File: src/rtl/rpc_hdr_pkg.sv
// ----------------------------------------------------------------------------
// rpc_hdr_pkg
// Shared widths, field codes and result types for the ONC RPC header parser.
// ----------------------------------------------------------------------------
`default_nettype none

package rpc_hdr_pkg;

  localparam int unsigned WORD_W   = 32;
  localparam int unsigned CODE_W   = 5;
  localparam int unsigned STATUS_W = 2;
  localparam int unsigned VB_W     = 3;
  localparam int unsigned SKIP_W   = 30;

  localparam int unsigned DEF_MAX_MESSAGE_BYTES = 65536;

  localparam logic [SKIP_W-1:0] SKIP_CAP    = '1;
  localparam logic [WORD_W-1:0] RPC_VERSION = 32'd2;

  // message type, reply, accept and reject status codes
  localparam logic [WORD_W-1:0] MSG_CALL         = 32'd0;
  localparam logic [WORD_W-1:0] MSG_REPLY        = 32'd1;
  localparam logic [WORD_W-1:0] REPLY_ACCEPTED   = 32'd0;
  localparam logic [WORD_W-1:0] REPLY_DENIED     = 32'd1;
  localparam logic [WORD_W-1:0] ACCEPT_PROG_MISM = 32'd2;
  localparam logic [WORD_W-1:0] REJECT_RPC_MISM  = 32'd0;
  localparam logic [WORD_W-1:0] REJECT_AUTH_ERR  = 32'd1;

  // result field codes
  localparam logic [CODE_W-1:0] FC_XID        = 5'd0;
  localparam logic [CODE_W-1:0] FC_MTYPE      = 5'd1;
  localparam logic [CODE_W-1:0] FC_RPCVERS    = 5'd2;
  localparam logic [CODE_W-1:0] FC_PROG       = 5'd3;
  localparam logic [CODE_W-1:0] FC_VERS       = 5'd4;
  localparam logic [CODE_W-1:0] FC_PROC       = 5'd5;
  localparam logic [CODE_W-1:0] FC_CRED_FLAV  = 5'd6;
  localparam logic [CODE_W-1:0] FC_CRED_LEN   = 5'd7;
  localparam logic [CODE_W-1:0] FC_VERF_FLAV  = 5'd8;
  localparam logic [CODE_W-1:0] FC_VERF_LEN   = 5'd9;
  localparam logic [CODE_W-1:0] FC_REPLY_STAT = 5'd10;
  localparam logic [CODE_W-1:0] FC_AVERF_FLAV = 5'd11;
  localparam logic [CODE_W-1:0] FC_AVERF_LEN  = 5'd12;
  localparam logic [CODE_W-1:0] FC_ACC_STAT   = 5'd13;
  localparam logic [CODE_W-1:0] FC_PROG_LOW   = 5'd14;
  localparam logic [CODE_W-1:0] FC_PROG_HIGH  = 5'd15;
  localparam logic [CODE_W-1:0] FC_REJ_STAT   = 5'd16;
  localparam logic [CODE_W-1:0] FC_VERS_LOW   = 5'd17;
  localparam logic [CODE_W-1:0] FC_VERS_HIGH  = 5'd18;
  localparam logic [CODE_W-1:0] FC_AUTH_STAT  = 5'd19;
  localparam logic [CODE_W-1:0] FC_PAYLOAD    = 5'd20;
  localparam logic [CODE_W-1:0] FC_END        = 5'd21;

  // end status codes
  localparam logic [STATUS_W-1:0] ST_OK      = 2'd0;
  localparam logic [STATUS_W-1:0] ST_TRUNC   = 2'd1;
  localparam logic [STATUS_W-1:0] ST_STOPPED = 2'd2;

  typedef struct packed {
    logic [CODE_W-1:0]   field_code;
    logic [WORD_W-1:0]   field_value;
    logic [STATUS_W-1:0] status;
    logic                message_end;
  } result_t;

endpackage

`default_nettype wire

File: src/rtl/rpc_hdr_in_if.sv
// ----------------------------------------------------------------------------
// rpc_hdr_in_if
// Message word channel into the header parser.
// ----------------------------------------------------------------------------
`default_nettype none

interface rpc_hdr_in_if;
  import rpc_hdr_pkg::*;

  logic              valid;
  logic              ready;
  logic [WORD_W-1:0] word;
  logic              final_req;
  logic [VB_W-1:0]   valid_bytes;

  modport source (output valid, output word, output final_req, output valid_bytes,
                  input ready);
  modport sink   (input valid, input word, input final_req, input valid_bytes,
                  output ready);
endinterface

`default_nettype wire

File: src/rtl/rpc_hdr_out_if.sv
// ----------------------------------------------------------------------------
// rpc_hdr_out_if
// Parsed field channel out of the header parser.
// ----------------------------------------------------------------------------
`default_nettype none

interface rpc_hdr_out_if;
  import rpc_hdr_pkg::*;

  logic                valid;
  logic                ready;
  logic [CODE_W-1:0]   field_code;
  logic [WORD_W-1:0]   field_value;
  logic [STATUS_W-1:0] status;
  logic                message_end;

  modport source (output valid, output field_code, output field_value, output status,
                  output message_end, input ready);
  modport sink   (input valid, input field_code, input field_value, input status,
                  input message_end, output ready);
endinterface

`default_nettype wire

File: src/rtl/rpc_message_header_parser_unit.sv
// ----------------------------------------------------------------------------
// rpc_message_header_parser_unit
// ONC RPC message header parser: one word per transaction in, tagged header
// fields, payload words and an end-of-message record out.
// ----------------------------------------------------------------------------
//
//   channel   dir   payload                                        role
//   in_ch     in    word, final_req, valid_bytes                   message words
//   out_ch    out   field_code, field_value, status, message_end   parsed fields
//
// One word is taken per cycle while the result queue has room for two entries.
// A word goes through an input register, the parse step and into a four-entry
// result queue.
// A last word that also yields a field pushes two queue entries: the field and the end record.
// Reset empties the queue and returns the parser to the start of a message.
// A stall on out_ch fills the queue and then holds off in_ch.
`default_nettype none

module rpc_message_header_parser_unit #(
  parameter int unsigned MAX_MESSAGE_BYTES = rpc_hdr_pkg::DEF_MAX_MESSAGE_BYTES
) (
  input  logic           clk,
  input  logic           rst_n,
  rpc_hdr_in_if.sink     in_ch,
  rpc_hdr_out_if.source  out_ch
);
  import rpc_hdr_pkg::*;

  localparam int unsigned CNT_W = $clog2(MAX_MESSAGE_BYTES / 4);
  localparam logic [CNT_W-1:0] WORD_CAP = CNT_W'(MAX_MESSAGE_BYTES / 4 - 1);
  localparam int unsigned TOT_W = CNT_W + 3;
  localparam int unsigned QUEUE_DEPTH = 4;
  localparam int unsigned PTR_W = $clog2(QUEUE_DEPTH);
  localparam int unsigned QCNT_W = PTR_W + 1;

  typedef enum logic [4:0] {
    P_XID, P_MTYPE, P_RPCVERS, P_PROG, P_VERS, P_PROC,
    P_CFLAV, P_CLEN, P_CSKIP, P_VFLAV, P_VLEN, P_VSKIP,
    P_STAT, P_AFLAV, P_ALEN, P_ASKIP, P_ASTAT, P_PLOW, P_PHIGH,
    P_RSTAT, P_RLOW, P_RHIGH, P_AUTH, P_BODY, P_STOP
  } pos_t;

  // input register
  logic              in_v_r;
  logic [WORD_W-1:0] word_r;
  logic              fin_r;
  logic [VB_W-1:0]   vb_r;

  // parse state
  pos_t              pos_r;
  logic [SKIP_W-1:0] skip_r;
  logic [CNT_W-1:0]  words_r;
  logic [CNT_W-1:0]  hw_r;

  // result queue
  result_t           queue_r [QUEUE_DEPTH];
  logic [PTR_W-1:0]  wr_ptr_r;
  logic [PTR_W-1:0]  rd_ptr_r;
  logic [QCNT_W-1:0] qcnt_r;

  logic              proc;
  logic              pop;
  logic [VB_W-1:0]   vb_eff;
  logic              is_hdr;
  logic              is_skip;
  logic              trunc;
  logic              emit_fld;
  logic              hdr_step;
  logic [CODE_W-1:0] fld_code;
  pos_t              pos_adv;
  pos_t              len_skip;
  pos_t              len_next;
  logic              len_load;
  logic [SKIP_W:0]   ow_raw;
  logic [SKIP_W-1:0] ow;
  logic [SKIP_W-1:0] skip_dec;
  pos_t              pos_new;
  logic [SKIP_W-1:0] skip_new;
  logic [CNT_W-1:0]  hw_new;
  logic [TOT_W-1:0]  total;
  logic [TOT_W-1:0]  head;
  logic [TOT_W-1:0]  rem;
  result_t           fld_item;
  result_t           end_item;
  result_t           item_a;
  logic [1:0]        n_push;
  logic [QCNT_W-1:0] qcnt_nxt;

  assign proc = in_v_r && (qcnt_r <= QCNT_W'(QUEUE_DEPTH - 2));
  assign pop  = out_ch.valid && out_ch.ready;
  assign in_ch.ready = !in_v_r || proc;

  assign out_ch.valid       = (qcnt_r != '0);
  assign out_ch.field_code  = queue_r[rd_ptr_r].field_code;
  assign out_ch.field_value = queue_r[rd_ptr_r].field_value;
  assign out_ch.status      = queue_r[rd_ptr_r].status;
  assign out_ch.message_end = queue_r[rd_ptr_r].message_end;

  // opaque body length in words, rounded up and saturated
  assign ow_raw   = {1'b0, word_r[WORD_W-1:2]} + (SKIP_W + 1)'(|word_r[1:0]);
  assign ow       = ow_raw[SKIP_W] ? SKIP_CAP : ow_raw[SKIP_W-1:0];
  assign skip_dec = (skip_r != '0) ? skip_r - SKIP_W'(1) : skip_r;

  always_comb begin
    fld_code = FC_PAYLOAD;
    pos_adv  = P_BODY;
    len_load = 1'b0;
    len_skip = P_BODY;
    len_next = P_BODY;
    case (pos_r)
      P_XID: begin
        fld_code = FC_XID;
        pos_adv  = P_MTYPE;
      end
      P_MTYPE: begin
        fld_code = FC_MTYPE;
        if (word_r == MSG_CALL) pos_adv = P_RPCVERS;
        else if (word_r == MSG_REPLY) pos_adv = P_STAT;
        else pos_adv = P_STOP;
      end
      P_RPCVERS: begin
        fld_code = FC_RPCVERS;
        pos_adv  = (word_r == RPC_VERSION) ? P_PROG : P_STOP;
      end
      P_PROG: begin
        fld_code = FC_PROG;
        pos_adv  = P_VERS;
      end
      P_VERS: begin
        fld_code = FC_VERS;
        pos_adv  = P_PROC;
      end
      P_PROC: begin
        fld_code = FC_PROC;
        pos_adv  = P_CFLAV;
      end
      P_CFLAV: begin
        fld_code = FC_CRED_FLAV;
        pos_adv  = P_CLEN;
      end
      P_CLEN: begin
        fld_code = FC_CRED_LEN;
        len_load = 1'b1;
        len_skip = P_CSKIP;
        len_next = P_VFLAV;
      end
      P_CSKIP: begin
        pos_adv = (skip_dec != '0) ? P_CSKIP : P_VFLAV;
      end
      P_VFLAV: begin
        fld_code = FC_VERF_FLAV;
        pos_adv  = P_VLEN;
      end
      P_VLEN: begin
        fld_code = FC_VERF_LEN;
        len_load = 1'b1;
        len_skip = P_VSKIP;
        len_next = P_BODY;
      end
      P_VSKIP: begin
        pos_adv = (skip_dec != '0) ? P_VSKIP : P_BODY;
      end
      P_STAT: begin
        fld_code = FC_REPLY_STAT;
        if (word_r == REPLY_ACCEPTED) pos_adv = P_AFLAV;
        else if (word_r == REPLY_DENIED) pos_adv = P_RSTAT;
        else pos_adv = P_BODY;
      end
      P_AFLAV: begin
        fld_code = FC_AVERF_FLAV;
        pos_adv  = P_ALEN;
      end
      P_ALEN: begin
        fld_code = FC_AVERF_LEN;
        len_load = 1'b1;
        len_skip = P_ASKIP;
        len_next = P_ASTAT;
      end
      P_ASKIP: begin
        pos_adv = (skip_dec != '0) ? P_ASKIP : P_ASTAT;
      end
      P_ASTAT: begin
        fld_code = FC_ACC_STAT;
        pos_adv  = (word_r == ACCEPT_PROG_MISM) ? P_PLOW : P_BODY;
      end
      P_PLOW: begin
        fld_code = FC_PROG_LOW;
        pos_adv  = P_PHIGH;
      end
      P_PHIGH: begin
        fld_code = FC_PROG_HIGH;
        pos_adv  = P_BODY;
      end
      P_RSTAT: begin
        fld_code = FC_REJ_STAT;
        if (word_r == REJECT_RPC_MISM) pos_adv = P_RLOW;
        else if (word_r == REJECT_AUTH_ERR) pos_adv = P_AUTH;
        else pos_adv = P_BODY;
      end
      P_RLOW: begin
        fld_code = FC_VERS_LOW;
        pos_adv  = P_RHIGH;
      end
      P_RHIGH: begin
        fld_code = FC_VERS_HIGH;
        pos_adv  = P_BODY;
      end
      P_AUTH: begin
        fld_code = FC_AUTH_STAT;
        pos_adv  = P_BODY;
      end
      P_BODY: begin
        fld_code = FC_PAYLOAD;
        pos_adv  = P_BODY;
      end
      default: begin
        fld_code = FC_PAYLOAD;
        pos_adv  = P_STOP;
      end
    endcase
    if (len_load) begin
      pos_adv = (ow != '0) ? len_skip : len_next;
    end
  end

  always_comb begin
    vb_eff   = (vb_r == '0 || vb_r > VB_W'(4)) ? VB_W'(4) : vb_r;
    is_hdr   = (pos_r != P_BODY) && (pos_r != P_STOP);
    is_skip  = (pos_r == P_CSKIP) || (pos_r == P_VSKIP) || (pos_r == P_ASKIP);
    // a partial last word inside the header is not parsed
    trunc    = fin_r && is_hdr && (vb_eff != VB_W'(4));
    emit_fld = !trunc && ((pos_r == P_BODY) || (is_hdr && !is_skip));
    hdr_step = !trunc && is_hdr;

    pos_new  = hdr_step ? pos_adv : pos_r;
    skip_new = skip_r;
    if (hdr_step && len_load) skip_new = ow;
    else if (hdr_step && is_skip) skip_new = skip_dec;
    hw_new = (hdr_step && hw_r != WORD_CAP) ? hw_r + CNT_W'(1) : hw_r;

    total = {1'b0, words_r, 2'b00} + TOT_W'(vb_eff);
    head  = {1'b0, hw_new, 2'b00};
    rem   = (total > head) ? total - head : '0;

    fld_item.field_code  = fld_code;
    fld_item.field_value = word_r;
    fld_item.status      = ST_OK;
    fld_item.message_end = 1'b0;

    end_item.field_code  = FC_END;
    end_item.message_end = 1'b1;
    if (trunc || (pos_new != P_BODY && pos_new != P_STOP)) begin
      end_item.field_value = '0;
      end_item.status      = ST_TRUNC;
    end else begin
      end_item.field_value = WORD_W'(rem);
      end_item.status      = (pos_new == P_STOP) ? ST_STOPPED : ST_OK;
    end

    item_a = emit_fld ? fld_item : end_item;
    n_push = proc ? (2'(emit_fld) + 2'(fin_r)) : 2'd0;
    qcnt_nxt = qcnt_r + QCNT_W'(n_push) - QCNT_W'(pop);
  end

  always_ff @(posedge clk) begin
    if (!rst_n) begin
      in_v_r   <= 1'b0;
      pos_r    <= P_XID;
      skip_r   <= '0;
      words_r  <= '0;
      hw_r     <= '0;
      wr_ptr_r <= '0;
      rd_ptr_r <= '0;
      qcnt_r   <= '0;
    end else begin
      if (in_ch.ready) begin
        in_v_r <= in_ch.valid;
      end
      if (proc) begin
        if (fin_r) begin
          pos_r   <= P_XID;
          skip_r  <= '0;
          words_r <= '0;
          hw_r    <= '0;
        end else begin
          pos_r   <= pos_new;
          skip_r  <= skip_new;
          hw_r    <= hw_new;
          if (words_r != WORD_CAP) words_r <= words_r + CNT_W'(1);
        end
      end
      wr_ptr_r <= wr_ptr_r + PTR_W'(n_push);
      if (pop) rd_ptr_r <= rd_ptr_r + PTR_W'(1);
      qcnt_r <= qcnt_nxt;
    end
  end

  // payload registers
  always_ff @(posedge clk) begin
    if (in_ch.ready && in_ch.valid) begin
      word_r <= in_ch.word;
      fin_r  <= in_ch.final_req;
      vb_r   <= in_ch.valid_bytes;
    end
    if (n_push != 2'd0) begin
      queue_r[wr_ptr_r] <= item_a;
    end
    // second entry is always the end record
    if (n_push == 2'd2) begin
      queue_r[wr_ptr_r + PTR_W'(1)] <= end_item;
    end
  end

endmodule

`default_nettype wire

File: src/flat_wrapper.sv
// flat-port wrapper written by rule: the top's interface ports become plain ports
module rpc_message_header_parser_unit_flat import rpc_hdr_pkg::*;
#(
  parameter int unsigned MAX_MESSAGE_BYTES = rpc_hdr_pkg::DEF_MAX_MESSAGE_BYTES
)
  (clk, rst_n, in_ch_valid, in_ch_word, in_ch_final_req, in_ch_valid_bytes, in_ch_ready, out_ch_valid, out_ch_field_code, out_ch_field_value, out_ch_status, out_ch_message_end, out_ch_ready);
  rpc_hdr_in_if in_ch_i ();
  rpc_hdr_out_if out_ch_i ();
  input  logic clk;
  input  logic rst_n;
  input wire logic [$bits(in_ch_i.valid)-1:0] in_ch_valid;
  input wire logic [$bits(in_ch_i.word)-1:0] in_ch_word;
  input wire logic [$bits(in_ch_i.final_req)-1:0] in_ch_final_req;
  input wire logic [$bits(in_ch_i.valid_bytes)-1:0] in_ch_valid_bytes;
  output wire logic [$bits(in_ch_i.ready)-1:0] in_ch_ready;
  output wire logic [$bits(out_ch_i.valid)-1:0] out_ch_valid;
  output wire logic [$bits(out_ch_i.field_code)-1:0] out_ch_field_code;
  output wire logic [$bits(out_ch_i.field_value)-1:0] out_ch_field_value;
  output wire logic [$bits(out_ch_i.status)-1:0] out_ch_status;
  output wire logic [$bits(out_ch_i.message_end)-1:0] out_ch_message_end;
  input wire logic [$bits(out_ch_i.ready)-1:0] out_ch_ready;
  assign in_ch_i.valid = in_ch_valid;
  assign in_ch_i.word = in_ch_word;
  assign in_ch_i.final_req = in_ch_final_req;
  assign in_ch_i.valid_bytes = in_ch_valid_bytes;
  assign in_ch_ready = in_ch_i.ready;
  assign out_ch_valid = out_ch_i.valid;
  assign out_ch_field_code = out_ch_i.field_code;
  assign out_ch_field_value = out_ch_i.field_value;
  assign out_ch_status = out_ch_i.status;
  assign out_ch_message_end = out_ch_i.message_end;
  assign out_ch_i.ready = out_ch_ready;
  rpc_message_header_parser_unit #(.MAX_MESSAGE_BYTES(MAX_MESSAGE_BYTES)) u_core (.clk(clk), .rst_n(rst_n), .in_ch(in_ch_i), .out_ch(out_ch_i));
endmodule
File: config.mk
export PLATFORM = sky130hd
export DESIGN_NAME = rpc_message_header_parser_unit_flat
export DESIGN_NICKNAME = d
export VERILOG_FILES = /design/src/rtl/rpc_hdr_pkg.sv /design/src/rtl/rpc_hdr_in_if.sv /design/src/rtl/rpc_hdr_out_if.sv /design/src/rtl/rpc_message_header_parser_unit.sv /design/src/flat_wrapper.sv
export SDC_FILE = /design/constraint.sdc
export NUM_CORES = 1
export LEC_CHECK = 0
export ABC_CLOCK_PERIOD_IN_PS = 6600
export BUFFER_PORTS_ARGS = -buffer_cell sky130_fd_sc_hd__buf_4
export CAP_MARGIN = 20
export CORE_MARGIN = 2
export CORE_UTILIZATION = 55
export DETAILED_ROUTE_END_ITERATION = 8
export PLACE_DENSITY = 0.79
export SLEW_MARGIN = 20
export SYNTH_ARGS = -nofsm -noshare
export SYNTH_HDL_FRONTEND = slang
export SYNTH_SLANG_ARGS = --single-unit
File: constraint.sdc
create_clock -name clk -period 6.6 [get_ports clk]
set_clock_uncertainty 0.1 [all_clocks]
set_input_delay 0.99 -clock clk [delete_from_list [all_inputs] [get_ports clk]]
set_output_delay 0.99 -clock clk [all_outputs]
set_load 0.05 [all_outputs]
==> results of run 1 <==
per-stage QoR:
step,area [µm²],setup WS [ns]
4_1_cts,17300,0.684
3_5_place_dp,16400,0.671
3_3_place_gp,16400,0.865
5_1_grt,17300,0.144
2_1_floorplan,15500,1.43
6_report,17300,0.581
synth_stat cells (13+ instances only):
library cell and count:
mux4_2 40, nor3_1 43, ha_1 28, nand3_1 53, o22a_1 13, a22o_1 61
nand2b_1 20, and2_1 32, or3_1 17, or4_1 16, o21ai_0 132, nor4_1 27
nand4_1 33, dfxtp_1 157, xor2_1 40, or2_2 15, nand2_1 200, a21oi_1 82
nor2b_1 42, xnor2_1 31, o21ai_1 32, a22oi_1 15, and3_1 13, edfxtp_1 112
a31oi_1 19, nor2_1 89, inv_1 41, clkbuf_1 94, a21boi_0 19
final cells by class:
type / instances / area, µm² / area share [%]
clock buffers: 34 / 787 / 4.54
clock inverters: 18 / 129 / 0.744
inverters: 41 / 154 / 0.889
multi-input cells: 1264 / 8460 / 48.8
flip-flops and latches: 269 / 6510 / 37.6
well taps: 378 / 473 / 2.73
repair buffers: 108 / 811 / 4.68
path summary, 6_finish.rpt:
| path | from | end | slack [ns] | depth (start not counted) |
|---|---|---|---|---|
| worst min-delay path | u_core.queue_r[3][0] | u_core.queue_r[3][0] | 0.34 | 2 |
| worst min register to register | u_core.queue_r[3][0] | u_core.queue_r[3][0] | 0.34 | 2 |
| worst max register to register | u_core.vb_r[0] | u_core.queue_r[0][7] | 0.58 | 21 |
| worst max-delay path | u_core.vb_r[0] | u_core.queue_r[0][7] | 0.58 | 21 |
worst reg2reg max path, delay by kind of cell, from the launching register on:
family,cells,cell delay [ns]
compound gates,9,2.68
xor+xnor,1,0.21
fa+ha+maj,2,0.60
buf+inv,1,0.18
flops,1,0.38
simple gates,8,1.58
power by group through the flow:
stage	Clock (mW)	Sequential (mW)	Combinational [mW]
after floorplan	0	2.11	1.35
after CTS	1.58	2.18	1.78
after global placement	0	2.19	1.75
after detailed placement	0	2.20	1.78
after global routing	1.65	2.21	1.90
final	1.58	2.18	1.78
cells in the final DEF, fill, tap and decap left out, types with 11 or more instances in the layout:
cell       Yosys  final
a22o_1        61     61
clkbuf_16      0     31
dfxtp_1      157    155
nand4_1       33     33
nand2b_1      20     20
o21ai_2       10     11
a21oi_1       82     82
nor2b_1       42     42
nor3_1        43     43
and3_1        13     13
a21boi_0      19     19
a31oi_1       19     19
o21ai_0      132    132
o22a_1        13     13
or4_1         16     16
a22oi_1       15     15
and2_1        32     31
xnor2_1       31     31
nor4_1        27     27
inv_1         41     41
o21ai_1       32     31
or3_1         17     17
edfxtp_1     112    112
nor2_1        89     85
buf_4          3    108
o211ai_1      11     11
ha_1          28     28
or2_2         15     15
mux4_2        40     40
nand3_1       53     53
nand2_1      200    200
xor2_1        40     40
layer usage:
layer	share of wire [%]	wire (µm)
met4	3.0	1360
met1	42	19100
met3	9.0	4090
met2	46	20900
met5	0	0
sequential cells by signal, indices dropped and copies added (netlist names), named ones only:
name	flops
u_core.rd_ptr_r	2
u_core.wr_ptr_r	2
u_core.queue_r	160
u_core.in_v_r	1
u_core.vb_r	3
u_core.word_r	32
u_core.words_r	14
u_core.qcnt_r	3
u_core.skip_r	30
u_core.pos_r	5
u_core.fin_r	1
u_core.hw_r	14
logic make-up (layout without fill, tap and decap cells):
group                      Yosys count  count (layout)  share of synthesized area (%)
DFF                                269             269                           41.8
adders and majority gates           30              30                           2.51
and+or+nand+nor                    642             642                           21.5
xor gates and xnor gates            71              71                           4.00
muxes                               47              47                           6.27
AOI/OAI and AO/OA                  474             474                           19.9
buffers and inverters              157             201                           3.96
==> flow_metrics.tcl, run 1 <==
set metrics [dict create \
    drc 0 \
    timing.final.crit_share_pct 91.2 \
    final_hold_viol_count 0 \
    synthToLayoutAreaGrowth_pct 11.4 \
    io_buffers 81 \
    die_area_um2 29600 \
    drtIter0Drc 1864 \
    h-tree-depth 1 \
    numCtsBuffers 28 \
    grt_use_met3_pct 4.92 \
    stdcell_count 2112 \
    ios 82 \
    cp_slowest_cell "a21oi_2" \
    fp-row-count 61 \
    fillCellCount 2353 \
    p_sw_share_pct 35.7 \
    cp_slowest_stage_delay_ns 0.84 \
    async_flop_share_pct 0 \
    clkSinkCount 269 \
    num_vias 13900 \
    synth_top_area_cell "edfxtp_1" \
    grt_pass1_vias 13000 \
    first_pass_iters 6 \
    wl_per_cell_um 21.5 \
    grt_pass1_wl_um 71200 \
    drive_gt1_share_pct 14.3 \
    ys_seq_elements 269 \
    post-cts-setup-buffer-count 0 \
    syn_area_um2 15500 \
    cp_max_fo 17 \
    power_density_nw_per_um2 320 \
    ir_drop_v 0.000197 \
    antenna_cells 0 \
    cts_root_buffer "clkbuf_16" \
    dp.final_hpwl_um 31400 \
    utilization_pct 62.3 \
    syn_nets 1760 \
    cp_top_family "compound AO/OA/AOI/OAI gates" \
    met1_usage_pct 42.1 \
    finalCriticalPeriod_ns 6.02 \
    tritoncts "done" \
    required_ns 6.75 \
    cts_hold_buf 0 \
    fin_hold_ws_ns 0.343 \
    intPower_mw 3.56 \
    crit_arrival_ns 6.16 \
    synth_top_area_share_pct 21.6 \
    pwr-share-comb_pct 32.2 \
    vias_per_cell 6.58 \
    hold_class "register to register" \
    coreArea_um2 27800 \
    synth_seq_area_share_pct 41.8 \
    max_freq_mhz 166 \
    p_leak_nw 6.42 \
    critPathLaunchType "register" \
    grt_start_max_net_pins 62 \
    die-height_um 172 \
    met2_usage_pct 49.1 \
    synth_top_flop_cell "dfxtp_1" \
    cts_resized 0 \
    avgSynthCellArea_um2 9.20 \
    grt_setup_unrepaired "false" \
    gr-total-overflow 0 \
    netSwitchingPower_mw 1.98 \
    p_seq_share_pct 39.4 \
    relSlewSlack_pct 28.9 \
    clkTransAtPathRegs_ns 0.06 \
    synth_edf_count 112 \
    path_cells "or2_2, ha_1, nand2b_1, a31o_2, nand2_1, a31oi_1, buf_4, and3_1, and2_0, nand3_1, xor2_1, ha_1, a21o_1, a21o_1, o32a_1, o21ai_0, o21a_1, or2_2, nor4b_1, a21oi_2, o21ai_0" \
    grtUsageTotal_pct 30.4 \
    place_inst 2060 \
    busiest_layer "met2" \
    worstMarginPinSlew_ns 1.07 \
    path_class "register to register" \
    finalNetCount 1782 \
    start_util_pct 56.0 \
    fin_setup_tns_ns 0 \
    clk_latency_ns 0.56 \
    ctsLongestPathBuffers 3 \
    critPathBufInv 1 \
    ant_nets 0 \
    routed_wl_um 45400 \
    die_x_um 172 \
    gp_congestion 0.964 \
    total_power_mw 5.54 \
    clkPwrFrac_pct 28.4 \
    slew_violations 0 \
    ys_warn_count 0 \
    maxCapViolCount 0 \
    ys_top_cells_by_area "edfxtp_1, dfxtp_1, mux4_2" \
    yosysUniqueCellTypes 84 \
    endpoint_kind "register" \
    syn_inst 1690 \
    antenna_found_initial 0 \
    finalSetupViolations 0 \
    outcome "finished, final reports clean" \
]
(Power assumes the default switching activity.)
==> inputs of run 2 (changes only) <==
--- a/config.mk
+++ b/config.mk
@@ -5,13 +5,13 @@
 export SDC_FILE = /design/constraint.sdc
 export NUM_CORES = 1
 export LEC_CHECK = 0
-export ABC_CLOCK_PERIOD_IN_PS = 6600
+export ABC_CLOCK_PERIOD_IN_PS = 5100
 export BUFFER_PORTS_ARGS = -buffer_cell sky130_fd_sc_hd__buf_4
 export CAP_MARGIN = 20
 export CORE_MARGIN = 2
-export CORE_UTILIZATION = 55
+export CORE_UTILIZATION = 56
 export DETAILED_ROUTE_END_ITERATION = 8
-export PLACE_DENSITY = 0.79
+export PLACE_DENSITY = 0.83
 export SLEW_MARGIN = 20
 export SYNTH_ARGS = -nofsm -noshare
 export SYNTH_HDL_FRONTEND = slang
==> constraint.sdc (replaced) <==
create_clock -name clk -period 5.1 [get_ports clk]
set_clock_uncertainty 0.1 [all_clocks]
set_input_delay 0.765 -clock clk [delete_from_list [all_inputs] [get_ports clk]]
set_output_delay 0.765 -clock clk [all_outputs]
set_load 0.05 [all_outputs]
==> flow_metrics.tcl, run 2 (same netlist as run 1, synthesis figures left out) <==
set metrics [dict create \
    grtUsageTotal_pct 31.0 \
    ant_nets 0 \
    coreArea_um2 27100 \
    drtIter0Drc 2125 \
    finalNetCount 1847 \
    die_area_um2 29100 \
    outcome "finished, final reports clean" \
    regArea_um2 6510 \
    max_freq_mhz 202 \
    path_class "register to register" \
    required_ns 5.36 \
    finalSetupViolations 0 \
    cp_max_fo 8 \
    drive_gt1_share_pct 18.4 \
    num_vias 14300 \
    ios 82 \
    slew_violations 0 \
    cp_slowest_cell "or4_1" \
    worstRegToRegCells 12 \
    cts_hold_buf 0 \
    gr-total-overflow 0 \
    setup_ws_ns 0.155 \
    grt_pass1_vias 13300 \
    final_hold_viol_count 0 \
    relSlewSlack_pct 29.2 \
    grt_pass1_wl_um 71300 \
    clkSinkCount 269 \
    hold_end "u_core.word_r[7]" \
    die_x_um 171 \
    grt_start_max_net_pins 62 \
    io_buffers 81 \
    timing.final.crit_share_pct 97.0 \
    path_cells "or4_1, nor4_1, and4_1, o31a_1, nand4_1, or4_1, o21ai_0, a41oi_1, nor4b_2, a21oi_2, buf_4, o21ai_0" \
    power_density_nw_per_um2 410 \
    antenna_cells 0 \
    fillCellCount 2084 \
    reg_top3 "u_core.queue_r: 160 flops, u_core.word_r: 32 flops, u_core.skip_r: 30 flops" \
    fp-row-count 60 \
    dp.final_hpwl_um 32700 \
    r2r_start "u_core.skip_r[26]" \
    clkTransAtPathRegs_ns 0.07 \
    cts_root_buffer "clkbuf_16" \
    finalCriticalPeriod_ns 4.95 \
    hp-start "in_ch_word[7]" \
    multi_input_area_um2 8560 \
    tritoncts "done" \
    p_leak_nw 6.81 \
    most-common-layout-cells "nand2_1, buf_4, dfxtp_1" \
    start_util_pct 57.4 \
    worstMarginPinSlew_ns 1.06 \
    hold_class "primary input to register" \
    first_pass_iters 6 \
    wl_per_cell_um 21.4 \
    cp_slowest_stage_delay_ns 0.70 \
    critPathLaunchType "register" \
    reg2reg_slack_ns 0.15 \
    largest_reg_flops 160 \
    fin_setup_tns_ns 0 \
    crit_arrival_ns 5.21 \
    clk_latency_ns 0.55 \
    regMostFlops "u_core.queue_r" \
    h-tree-depth 1 \
    endpoint_kind "register" \
    r2r-end "u_core.queue_r[1][8]" \
    ctsLongestPathBuffers 3 \
    maxCapViolCount 0 \
    whs_path_depth 1 \
    dp_slack_ns -0.0208 \
    final_common_cell "nand2_1" \
    vias_per_cell 6.58 \
    ir_drop_v 0.000291 \
    antenna_found_initial 0 \
    synthToLayoutAreaGrowth_pct 15.7 \
    routed_wl_um 46400 \
    die-height_um 171 \
    drc 0 \
    numCtsBuffers 29 \
    gp_congestion 0.955 \
]
run 2: changes by cell type in the layout (fill, tap and decap cells not counted), sizes merged:
cell      delta
clkbuf       +7
clkinvlp     +1
clkinv       -8
bufinv       +2
buf         +64
run 2: worst max-delay path, delay by kind of cell, from the launching register on:
| family | cells | cell delay, ns |
|---|---|---|
| buf+inv | 1 | 0.19 |
| compound gates | 5 | 1.34 |
| simple gates | 6 | 2.74 |
| flops | 1 | 0.37 |
run 2: final cells by class:
cell class                 count  area share [%]
clock buffer                  41            4.56
clock inverter                13           0.869
inverter                      41           0.855
multi-input combinational   1264            47.6
sequential                   269            36.2
tap                          372            2.59
timing repair buffer         172            7.38
run 2: power breakdown:
group | switching, mW | leakage [nW] | total [mW] | internal (mW)
sequential | 0.275 | 2.42 | 2.85 | 2.58
clock | 0.879 | 0.477 | 2.15 | 1.28
combinational | 1.43 | 3.91 | 2.37 | 0.932
total | 2.59 | 6.81 | 7.37 | 4.79
run 2: worst max-delay path by stage:
stage	to	startpoint	slack, ns
finish	u_core.queue_r[1][8]	u_core.skip_r[26]	0.15
global route	u_core.queue_r[2][8]	u_core.vb_r[0]	-0.01
CTS	u_core.queue_r[0][8]	u_core.vb_r[0]	0.03
detailed placement	u_core.queue_r[2][3]	u_core.vb_r[0]	-0.02
global placement	u_core.queue_r[0][8]	u_core.vb_r[0]	0.22
floorplan	u_core.queue_r[2][12]	u_core.vb_r[0]	0.05
run 2: per-stage QoR:
| stage | hold WS (ns) | area (µm²) | util (%) | power, mW | instances |
|---|---|---|---|---|---|
| 2_1_floorplan | 0.318 | 15600 | - | 4.47 | 1690 |
| 6_report | 0.282 | 18000 | 66.4 | 7.37 | 2172 |
| 3_3_place_gp | 0.330 | 16900 | 62.2 | 5.13 | 2114 |
| 4_1_cts | 0.267 | 17900 | 65.9 | 7.34 | 2168 |
| 3_5_place_dp | 0.339 | 16900 | 62.2 | 5.20 | 2114 |
| 5_1_grt | 0.269 | 18000 | 66.4 | 7.63 | 2172 |
run 2: repair_timing:
| action | CTS | global route |
|---|---|---|
| resized for setup | 2 | 25 |
| cloned | 0 | 0 |
| pin swaps | 0 | 4 |
| setup endpoints to repair | 11 | 65 |
| buffers inserted | 0 | 4 |
run 2: per-layer routing:
metal	global-route usage [%]	wire length, µm
met3	4.35	4540
met5	0	0
met2	49.2	21100
met4	10.7	1630
met1	43.7	19200
